--- src/sv/hps_pkg.sv ---
`timescale 1ns / 1ps

package hps_pkg;

   // request kinds carried in req_type
   typedef enum logic [1:0] {
      REQ_TICK  = 2'd0,
      REQ_START = 2'd1,
      REQ_STOP  = 2'd2
   } req_kind_type;

   // which frequency register drives the speaker
   typedef enum logic [1:0] {
      SEL_OFF  = 2'd0,
      SEL_MAIN = 2'd1,
      SEL_LOW  = 2'd2
   } tone_sel_type;

   // configuration register indexes
   localparam logic CSR_MAIN_TONE = 1'b0;
   localparam logic CSR_LOW_TONE  = 1'b1;

   localparam logic [15:0] MAIN_TONE_RESET = 16'd1000;
   localparam logic [15:0] LOW_TONE_RESET  = 16'd500;

   // pattern codes
   localparam logic [3:0] PAT_TONE_1S   = 4'd0;
   localparam logic [3:0] PAT_TONE_2S   = 4'd1;
   localparam logic [3:0] PAT_TONE_3S   = 4'd2;
   localparam logic [3:0] PAT_BEEP_2    = 4'd3;
   localparam logic [3:0] PAT_BEEP_3    = 4'd4;
   localparam logic [3:0] PAT_BEEP_4    = 4'd5;
   localparam logic [3:0] PAT_BEEP_TONE = 4'd6;
   localparam logic [3:0] PAT_BURST     = 4'd7;
   localparam logic [3:0] PAT_ALARM     = 4'd8;

   // step durations in millisecond ticks
   localparam logic [11:0] T_HALF  = 12'd500;
   localparam logic [11:0] T_ONE   = 12'd1000;
   localparam logic [11:0] T_TWO   = 12'd2000;
   localparam logic [11:0] T_THREE = 12'd3000;

   localparam logic [2:0] BURSTS = 3'd6;

   typedef struct packed {
      logic        sound_on;
      logic [15:0] tone_hz;
      logic        busy_res;
   } result_type;

endpackage

--- src/sv/hps_step.sv ---
`timescale 1ns / 1ps

module hps_step (
   input  logic                 clock,
   input  logic                 reset,
   input  logic                 accept,
   input  hps_pkg::req_kind_type req_kind,
   input  logic [3:0]           horn_mode,
   input  logic [15:0]          main_tone_hz,
   input  logic [15:0]          low_tone_hz,
   output hps_pkg::result_type  result
);
   import hps_pkg::*;

   logic         active_ff, active_in;
   logic [3:0]   pattern_ff, pattern_in;
   logic [2:0]   step_ff, step_in;
   logic [2:0]   repeat_ff, repeat_in;
   logic [11:0]  wait_ff, wait_in;
   tone_sel_type tone_ff, tone_in;

   logic [11:0]  wait_dec;
   logic [2:0]   last_step;
   logic [2:0]   repeat_inc;
   logic [15:0]  hz;

   always_comb begin
      active_in  = active_ff;
      pattern_in = pattern_ff;
      step_in    = step_ff;
      repeat_in  = repeat_ff;
      wait_in    = wait_ff;
      tone_in    = tone_ff;
      wait_dec   = (wait_ff != 12'd0) ? wait_ff - 12'd1 : 12'd0;
      repeat_inc = repeat_ff + 3'd1;

      case (pattern_ff)
         PAT_BEEP_2: last_step = 3'd3;
         PAT_BEEP_3: last_step = 3'd5;
         default:    last_step = 3'd7;
      endcase

      if (accept) begin
         case (req_kind)
            REQ_START: begin
               active_in  = 1'b1;
               pattern_in = horn_mode;
               step_in    = 3'd0;
               repeat_in  = 3'd0;
               wait_in    = 12'd0;
            end
            REQ_STOP: begin
               active_in = 1'b0;
               tone_in   = SEL_OFF;
            end
            REQ_TICK: begin
               if (active_ff) begin
                  wait_in = wait_dec;
                  if (wait_dec == 12'd0) begin
                     case (pattern_ff)
                        PAT_TONE_1S, PAT_TONE_2S, PAT_TONE_3S: begin
                           if (step_ff == 3'd0) begin
                              tone_in = SEL_MAIN;
                              step_in = 3'd1;
                              case (pattern_ff)
                                 PAT_TONE_1S: wait_in = T_ONE;
                                 PAT_TONE_2S: wait_in = T_TWO;
                                 default:     wait_in = T_THREE;
                              endcase
                           end else if (step_ff == 3'd1) begin
                              tone_in   = SEL_OFF;
                              active_in = 1'b0;
                           end else begin
                              active_in = 1'b0;
                           end
                        end
                        PAT_BEEP_2, PAT_BEEP_3, PAT_BEEP_4: begin
                           if (step_ff > last_step) begin
                              active_in = 1'b0;
                           end else if (!step_ff[0]) begin
                              tone_in = SEL_MAIN;
                              wait_in = T_ONE;
                              step_in = step_ff + 3'd1;
                           end else if (step_ff == last_step) begin
                              tone_in   = SEL_OFF;
                              active_in = 1'b0;
                           end else begin
                              tone_in = SEL_OFF;
                              wait_in = T_ONE;
                              step_in = step_ff + 3'd1;
                           end
                        end
                        PAT_BEEP_TONE: begin
                           case (step_ff)
                              3'd0: begin
                                 tone_in = SEL_MAIN;
                                 wait_in = T_ONE;
                                 step_in = 3'd1;
                              end
                              3'd1: begin
                                 tone_in = SEL_OFF;
                                 wait_in = T_ONE;
                                 step_in = 3'd2;
                              end
                              3'd2: begin
                                 tone_in = SEL_MAIN;
                                 wait_in = T_THREE;
                                 step_in = 3'd3;
                              end
                              3'd3: begin
                                 tone_in   = SEL_OFF;
                                 active_in = 1'b0;
                              end
                              default: active_in = 1'b0;
                           endcase
                        end
                        PAT_BURST: begin
                           if (step_ff == 3'd0) begin
                              tone_in = SEL_MAIN;
                              wait_in = T_HALF;
                              step_in = 3'd1;
                           end else if (step_ff == 3'd1) begin
                              tone_in   = SEL_OFF;
                              wait_in   = T_HALF;
                              step_in   = 3'd0;
                              repeat_in = repeat_inc;
                              if (repeat_inc >= BURSTS) active_in = 1'b0;
                           end else begin
                              active_in = 1'b0;
                           end
                        end
                        PAT_ALARM: begin
                           if (step_ff == 3'd0) begin
                              tone_in = SEL_LOW;
                              wait_in = T_ONE;
                              step_in = 3'd1;
                           end else if (step_ff == 3'd1) begin
                              repeat_in = repeat_inc;
                              tone_in   = SEL_MAIN;
                              wait_in   = T_ONE;
                              step_in   = (repeat_inc >= BURSTS) ? 3'd2 : 3'd0;
                           end else if (step_ff == 3'd2) begin
                              tone_in   = SEL_OFF;
                              active_in = 1'b0;
                           end else begin
                              active_in = 1'b0;
                           end
                        end
                        default: active_in = 1'b0;
                     endcase
                  end
               end
            end
            default: ;
         endcase
      end

      case (tone_in)
         SEL_MAIN: hz = main_tone_hz;
         SEL_LOW:  hz = low_tone_hz;
         default:  hz = 16'd0;
      endcase

      result.sound_on = (hz != 16'd0);
      result.tone_hz  = hz;
      result.busy_res = active_in;
   end

   always_ff @(posedge clock) begin
      if (reset) begin
         active_ff  <= 1'b0;
         pattern_ff <= 4'd0;
         step_ff    <= 3'd0;
         repeat_ff  <= 3'd0;
         wait_ff    <= 12'd0;
         tone_ff    <= SEL_OFF;
      end else begin
         active_ff  <= active_in;
         pattern_ff <= pattern_in;
         step_ff    <= step_in;
         repeat_ff  <= repeat_in;
         wait_ff    <= wait_in;
         tone_ff    <= tone_in;
      end
   end

   a_stop_silences: assert property (@(posedge clock) disable iff (reset)
      accept && req_kind == REQ_STOP |=> !active_ff && tone_ff == SEL_OFF)
      else $error("stop did not silence and idle");

   a_start_arms: assert property (@(posedge clock) disable iff (reset)
      accept && req_kind == REQ_START
      |=> active_ff && step_ff == 3'd0 && wait_ff == 12'd0 && repeat_ff == 3'd0)
      else $error("start did not arm the sequence");

   a_wait_bound: assert property (@(posedge clock) disable iff (reset)
      wait_ff <= T_THREE)
      else $error("step duration out of range");

   a_idle_tick_holds: assert property (@(posedge clock) disable iff (reset)
      accept && req_kind == REQ_TICK && !active_ff
      |=> !active_ff && $stable(tone_ff) && $stable(wait_ff))
      else $error("tick changed an idle sequencer");

endmodule

--- src/sv/hps_out_buf.sv ---
`timescale 1ns / 1ps

module hps_out_buf (
   input  logic                clock,
   input  logic                reset,
   input  logic                push,
   input  hps_pkg::result_type push_data,
   output logic                full,
   output logic                out_valid,
   input  logic                out_stall,
   output hps_pkg::result_type out_data
);
   import hps_pkg::*;

   logic       out_valid_ff, out_valid_in;
   logic       skid_valid_ff, skid_valid_in;
   result_type out_data_ff, out_data_in;
   result_type skid_data_ff, skid_data_in;
   logic       pop;

   assign pop = out_valid_ff && !out_stall;

   always_comb begin
      out_valid_in  = out_valid_ff;
      skid_valid_in = skid_valid_ff;
      out_data_in   = out_data_ff;
      skid_data_in  = skid_data_ff;
      if (!out_valid_ff || pop) begin
         if (skid_valid_ff) begin
            out_data_in   = skid_data_ff;
            out_valid_in  = 1'b1;
            skid_valid_in = 1'b0;
         end else begin
            out_data_in  = push_data;
            out_valid_in = push;
         end
      end else if (push) begin
         skid_data_in  = push_data;
         skid_valid_in = 1'b1;
      end
   end

   always_ff @(posedge clock) begin
      if (reset) begin
         out_valid_ff  <= 1'b0;
         skid_valid_ff <= 1'b0;
      end else begin
         out_valid_ff  <= out_valid_in;
         skid_valid_ff <= skid_valid_in;
      end
   end

   always_ff @(posedge clock) begin
      out_data_ff  <= out_data_in;
      skid_data_ff <= skid_data_in;
   end

   assign full      = skid_valid_ff;
   assign out_valid = out_valid_ff;
   assign out_data  = out_data_ff;

   a_skid_behind_out: assert property (@(posedge clock) disable iff (reset)
      skid_valid_ff |-> out_valid_ff)
      else $error("skid entry held with empty output stage");

   a_no_push_when_full: assert property (@(posedge clock) disable iff (reset)
      skid_valid_ff |-> !push)
      else $error("transaction pushed into a full buffer");

   a_skid_moves_up: assert property (@(posedge clock) disable iff (reset)
      skid_valid_ff && pop |=> out_valid_ff && !skid_valid_ff)
      else $error("skid entry lost on pop");

endmodule

--- src/sv/horn_pattern_sequencer.sv ---
`timescale 1ns / 1ps

// Horn pattern sequencer: drives a buzzer through one of nine timed patterns
// (plain tones, beep trains, beep then tone, bursts and a two-tone alarm).
// Each request transaction is a millisecond tick, a start with a pattern
// code, or a stop, and each one yields exactly one response transaction with
// the speaker and busy state after it is handled. One request is taken every
// clock cycle while req_stall is low; its response is registered. The whole
// step update (tick countdown plus step decode) is combinational, and a
// two-entry response buffer keeps requests flowing while a response waits
// downstream, so req_stall rises only when both entries hold untaken
// responses. Tone frequencies come from two registers on the csr_ port,
// written by the user only while the block is quiet; the block itself does not enforce this.

module horn_pattern_sequencer (
   input  logic        clock,
   input  logic        reset,

   // request channel
   input  logic        req_valid,
   output logic        req_stall,
   input  logic [1:0]  req_type,
   input  logic [3:0]  req_horn_mode,

   // response channel
   output logic        rsp_valid,
   input  logic        rsp_stall,
   output logic        rsp_sound_on,
   output logic [15:0] rsp_tone_hz,
   output logic        rsp_busy_res,

   // register write port
   input  logic        csr_valid,
   output logic        csr_ready,
   input  logic        csr_index,
   input  logic [15:0] csr_data
);
   import hps_pkg::*;

   logic [15:0] main_tone_ff, main_tone_in;
   logic [15:0] low_tone_ff, low_tone_in;

   logic       req_accept;
   logic       buf_full;
   result_type step_result;
   result_type rsp_data;

   // register writes are always taken
   assign csr_ready = 1'b1;

   always_comb begin
      main_tone_in = main_tone_ff;
      low_tone_in  = low_tone_ff;
      if (csr_valid && csr_ready) begin
         case (csr_index)
            CSR_MAIN_TONE: main_tone_in = csr_data;
            CSR_LOW_TONE:  low_tone_in  = csr_data;
            default: ;
         endcase
      end
   end

   always_ff @(posedge clock) begin
      if (reset) begin
         main_tone_ff <= MAIN_TONE_RESET;
         low_tone_ff  <= LOW_TONE_RESET;
      end else begin
         main_tone_ff <= main_tone_in;
         low_tone_ff  <= low_tone_in;
      end
   end

   // a request transaction lands whenever the response buffer has room
   assign req_stall  = buf_full;
   assign req_accept = req_valid && !req_stall;

   // sequencer state and combinational step update
   hps_step u_step (
      .clock        (clock),
      .reset        (reset),
      .accept       (req_accept),
      .req_kind     (req_kind_type'(req_type)),
      .horn_mode    (req_horn_mode),
      .main_tone_hz (main_tone_ff),
      .low_tone_hz  (low_tone_ff),
      .result       (step_result)
   );

   // response register plus skid entry
   hps_out_buf u_out_buf (
      .clock     (clock),
      .reset     (reset),
      .push      (req_accept),
      .push_data (step_result),
      .full      (buf_full),
      .out_valid (rsp_valid),
      .out_stall (rsp_stall),
      .out_data  (rsp_data)
   );

   assign rsp_sound_on = rsp_data.sound_on;
   assign rsp_tone_hz  = rsp_data.tone_hz;
   assign rsp_busy_res = rsp_data.busy_res;

endmodule
--- config.mk ---
export PLATFORM = sky130hd
export DESIGN_NAME = horn_pattern_sequencer
export DESIGN_NICKNAME = d
export VERILOG_FILES = /design/src/sv/hps_pkg.sv /design/src/sv/hps_step.sv /design/src/sv/hps_out_buf.sv /design/src/sv/horn_pattern_sequencer.sv
export SDC_FILE = /design/constraint.sdc
export NUM_CORES = 1
export LEC_CHECK = 0
export BUFFER_PORTS_ARGS = -buffer_cell sky130_fd_sc_hd__buf_4
export CORE_MARGIN = 2
export CORE_UTILIZATION = 42
export CTS_BUF_LIST = sky130_fd_sc_hd__clkbuf_16
export CTS_CLUSTER_SIZE = 14
export DETAILED_ROUTE_END_ITERATION = 7
export SLEW_MARGIN = 20
export SYNTH_ARGS = -nofsm -noshare
export SYNTH_HDL_FRONTEND = slang
export SYNTH_HIERARCHICAL = 1
export SYNTH_SLANG_ARGS = --single-unit
--- constraint.sdc ---
create_clock -name clock -period 4.2 [get_ports clock]
set_input_delay 0.42 -clock clock [delete_from_list [all_inputs] [get_ports clock]]
set_output_delay 0.42 -clock clock [all_outputs]
set_load 0.02 [all_outputs]
# Yosys cells after proc, flatten, opt, wreduce, memory -nomap -nowiden
# Index checks and enable logic that the tools add are counted.
# W data, S select, Z words.
[word_totals]
register_bits = 95
inputBits = 28
output_inout_bits = 21
word_cells = 149
[op_classes]
addsub = 3
n_lt_le_gt_ge = 2
n_eq_ne = 28
muxes = 67
bitwise_logic = 2
reduce_logical = 30
[ops]
columns = ["cell", "count"]
rows = [
  ["$mux W12", 11],
  ["$pmux W12 S2", 3],
  ["$pmux W12 S5", 1],
  ["$mux W3", 15],
  ["$pmux W16 S2", 1],
  ["$mux W2", 10],
  ["$mux W18", 1],
  ["$pmux W3 S2", 3],
  ["$eq A4 B3 Y1 const B", 4],
  ["$reduce_bool A16 Y1", 1],
  ["$mux W1", 15],
  ["$pmux W3 S5", 1],
  ["$logic_not A12 Y1", 1],
  ["$reduce_bool A12 Y1", 1],
  ["$sub A12 B1 Y12 const B", 1],
  ["$reduce_and A11 Y1", 1],
  ["$reduce_and A10 Y1", 1],
  ["$reduce_or A2 Y1", 5],
  ["$pmux W3 S3", 1],
  ["$reduce_or A3 Y1", 3],
  ["$eq A4 B2 Y1 const B", 2],
  ["$ne A4 B2 Y1 const B", 2],
  ["$pmux W2 S2", 2],
  ["$pmux W2 S4", 1],
  ["other kinds (31)", 45],
]

# Logic depth before layout (Yosys ltp)
[logic_depth]
depth_word = 13
mapped_depth = 20
depth_no_buf = 17

# Cells and area by module
# The synthesis kept the hierarchy.
[by_module_without_submodules]
columns = ["module", "instances", "cells_each", "area_each_um2", "seq_area_each_um2"]
rows = [
  ["hps_step", 1, 359, 2537.4, 500.5],
  ["hps_out_buf", 1, 63, 1412.6, 1121.1],
  ["horn_pattern_sequencer", 1, 131, 1326.3, 640.6],
]

# Worst setup path before layout
# No wires, ideal clock.
[synth_timing]
kind = "reg-to-reg"
start = "register u_step.wait_ff[1]"
end = "register u_out_buf.out_data_ff, in the netlist u_out_buf/out_data[17], data pin"
setup_time_ps = 260
t_arrival_ps = 4115
required_time_ps = 3940
slack_ps = -175
path_stages_with_launch = 18
path_buffers = 3
synth_period_minus_slack_ps = 4375
cell_sequence = "dfxtp_1 clkbuf_1 inv_1 ha_1 or4bb_1 nor3_1 nand4_2 a2111oi_2 a311o_1 o211a_1 inv_1 ha_1 buf_1 clkbuf_1 nor2_1 nor4_1 nand4_1 mux2_2"
[synth_rtl]
columns = ["item", "line_no", "text"]
rows = [
  ["start: declaration", "hps_step.sv:19", "logic [11:0] wait_ff, wait_in;"],
  ["start signal: assignment", "hps_step.sv:182", "wait_ff <= wait_in;"],
  ["end signal: assignment", "hps_out_buf.sv:54", "out_data_ff <= out_data_in;"],
  ["end: declaration", "hps_out_buf.sv:17", "result_type out_data_ff, out_data_in;"],
]

==> results.yml <==
status:
  outcome: "finished, final reports clean"
logic_synthesis:
  async_reset_ff_share_pct: 0
  post_synth_most_frequent_cells: "dfxtp_1, nor2_1, a21oi_1, edfxtp_1, nand2b_1"
  dominantRegCellSynth: "dfxtp_1"
  postSynthNetCount: 594
  yosys.area.top_type: "dfxtp_1"
  synthTopCellsByArea: "dfxtp_1, edfxtp_1, mux2i_1, nand2b_1, nor2_1"
  seq_area_frac_synth_pct: 42.9
  syn-mean-instance-area_um2: 9.54
  synth-seq-cells: 95
  synth-warning-count: 6
  synth_edf_count: 36
  syn-instance-count: 553
  cell_with_the_most_instances_after_synthesis: "dfxtp_1"
  post_synth_instance_area_um2: 5280
  synth.lib_cells_used.distinct: 75
  post-synth-top-area-fraction_pct: 22.4
timing:
  timing_max_transition_violations_final: 0
  final-setup-viol-count: 0
  setup_total_negative_slack_ns: 0
  max_slew_margin_pct: 44.2
  final_period_minus_worst_setup_slack_ns: 3.96
  rsz0062_at_grt: "false"
  fin_crit_share_pct: 94.2
  max_frequency_mhz: 253
  timing.final.hold_violations: 0
  skew_ns: 0.00709
  tightest_slew_ns: 0.837
floorplanning:
  fp-row-count: 40
  die_area_um2: 13500
  top_level_ports: 49
  floorplan.core_area_um2: 12200
  chipWidth_um: 116
  floorplan.initialDensity_pct: 43.4
  die_height_um: 116
global_routing:
  first_pass_grt_wire_length_mm: 20.9
  first_global_vias: 4051
  globalRouteTotalUtil_pct: 19.7
  antenna_found_initial: 0
  grt_start_max_net_pins: 77
  overflow: 0
clocking:
  cts.path.max_buffers: 2
  cts_buffers: 9
  cts-hold-fix-buffers: 0
  clock_latency_ns: 0.34
  path_clk_slew_ns: 0.07
  clockRootBuffer: "clkbuf_16"
  cts_htree_levels: 3
  cts_tree: "done"
  cts.sink_count: 95
worst_hold_path:
  hp-class: "in2reg"
pwr:
  p_per_area_nw_per_um2: 359
  vdd.ir_drop.worst_mv: 0.169
  static_leakage_uw: 0.00255
detailed_routing:
  ant_nets: 0
  via_count: 4418
  wl_mm: 13.0
  drt_first_pass_iters: 5
  drt_iter0_drc: 328
  drc_errors: 0
  wl_per_cell_um: 16.3
  avgViaCountPerCell: 5.54
placement:
  detailedPlacementHpwl_mm: 9.40
  place_area_um2: 6030
  gp_congestion: 0.888
  port_buffers: 47
critical_path:
  cp_max_fanout: 16
  path_class: "reg2reg"
  worst_setup_ep_type: "flop"
  crit_required_ns: 4.29
  timing.reg2reg.setup_slack_ns: 0.24
  critPathLaunchType: "flop"
  worst-endpoint-arrival_ns: 4.05
final_layout:
  fin_util_pct: 52.5
  antenna-diode-count: 0
  synthToLayoutAreaGrowth_pct: 20.9
  design_area_um2: 6380
  post_route_cells_drive_above_1_share_pct: 24.8
  design.final.nets: 665
flow_run:
  max_cap_violations: 0
## area by class of cell
type	count	area, µm²
timing repair buffer	97	732
inverter	15	56.3
multi-input combinational	406	2800
clock buffer	11	275
sequential	95	2260
fill	1123	5780
clock inverter	5	42.5
tap	168	210
## logic make-up (layout without fill, tap and decap cells)
kind of cell / after synthesis / after routing / share of synthesized area [%]
multiplexers: 44 / 44 / 9.46
XOR/XNOR: 4 / 4 / 0.664
AND/OR/NAND/NOR: 203 / 203 / 20.6
AO/OA/AOI/OAI: 141 / 141 / 18.6
adder cells (fa/ha/maj): 13 / 13 / 3.08
flip-flops: 95 / 95 / 42.9
other: 1 / 1 / 0.0711
buffers and inverters: 52 / 128 / 4.67
## worst max-delay path, stage by stage (launching register included)
cell	delay, ns
dfxtp_1	0.33
inv_1	0.06
ha_1	0.30
or4bb_1	0.49
nor3_2	0.16
nand4_2	0.20
a211oi_4	0.29
nand2_2	0.10
o31a_1	0.33
buf_4	0.14
ha_2	0.27
a22oi_1	0.22
nor2_1	0.08
nor4_1	0.29
nand4_1	0.15
mux2_2	0.28
## report_power, final
part	internal [µW]	total [µW]	switching, µW
combinational	182	418	235
sequential	992	1020	25.9
clock	483	856	373
total	1660	2290	634
## layer usage
layer / part of all wire (%) / track usage (%) / vias to the layer above / routed length, µm
met5: 0 / 0 / - / 0
met4: 1.2 / 5.48 / 0 / 159
met3: 5.1 / 2.51 / 10 / 665
met2: 44 / 29.2 / 133 / 5710
met1: 50 / 30.0 / 2103 / 6420
li1: - / - / 2172 / -
## registers in the layout (all words and copies together) (netlist names)
signal / cells
low_tone_ff: 16
main_tone_ff: 16
u_out_buf/full: 1
u_out_buf/out_data: 18
u_out_buf/out_valid: 1
u_out_buf/skid_data_ff: 18
u_step/active_ff: 1
u_step/pattern_ff: 4
u_step/repeat_ff: 3
u_step/step_ff: 3
u_step/tone_ff: 2
u_step/wait_ff: 12
## metrics by stage
stage | hold WS, ns | instances | total power, µW | worst slack (ns)
finish | 0.341 | 797 | 2290 | 0.242
global placement | 0.471 | 780 | 1440 | 0.136
CTS | 0.329 | 796 | 2300 | 0.0197
detailed placement | 0.470 | 780 | 1440 | 0.0462
floorplan | 0.436 | 553 | 1300 | 0.0705
global route | 0.327 | 797 | 2390 | 0.0137
## cells in the final DEF, fill, tap and decap left out, types with 3 or more instances in the layout
cell type / Yosys / final
buf_4: 5 / 96
nor2b_1: 5 / 5
ha_1: 13 / 11
o21ai_1: 8 / 8
nand2_1: 35 / 35
nand4_1: 3 / 3
inv_1: 15 / 15
o22ai_1: 4 / 4
xnor2_1: 3 / 3
nand3_1: 15 / 15
or4_1: 3 / 3
clkbuf_16: 0 / 11
a21oi_1: 40 / 40
o21a_1: 4 / 4
and3_1: 4 / 4
a211oi_1: 7 / 7
a211o_1: 4 / 4
a221oi_1: 4 / 4
nor3b_1: 5 / 5
nand2b_1: 36 / 36
a22oi_1: 18 / 18
nor3_1: 10 / 9
mux2i_1: 24 / 24
a41oi_1: 3 / 3
dfxtp_1: 59 / 59
nor2_1: 58 / 58
o21ai_0: 18 / 18
a22o_1: 3 / 3
nor4_1: 8 / 7
o31ai_1: 4 / 4
edfxtp_1: 36 / 36
mux2_4: 9 / 9
a21o_1: 3 / 3
mux2_2: 11 / 11
## final timing paths
path,start,to,cells past startpoint
max,u_step/wait_ff[0]$_SDFFE_PP0P_,u_out_buf/out_data[17]$_DFFE_PP_,15
min,csr_data[5],low_tone_ff[5]$_SDFFE_PP1P_,3
max reg2reg,u_step/wait_ff[0]$_SDFFE_PP0P_,u_out_buf/out_data[17]$_DFFE_PP_,15
min reg2reg,low_tone_ff[13]$_SDFFE_PP0P_,low_tone_ff[13]$_SDFFE_PP0P_,2
## repair_timing
action	4_1_cts	5_1_grt
hold endpoints to repair	0	0
buffers inserted	0	1
resized for setup	0	6
setup endpoints to repair	0	2
No activity file was read; power rests on OpenSTA's default activity.
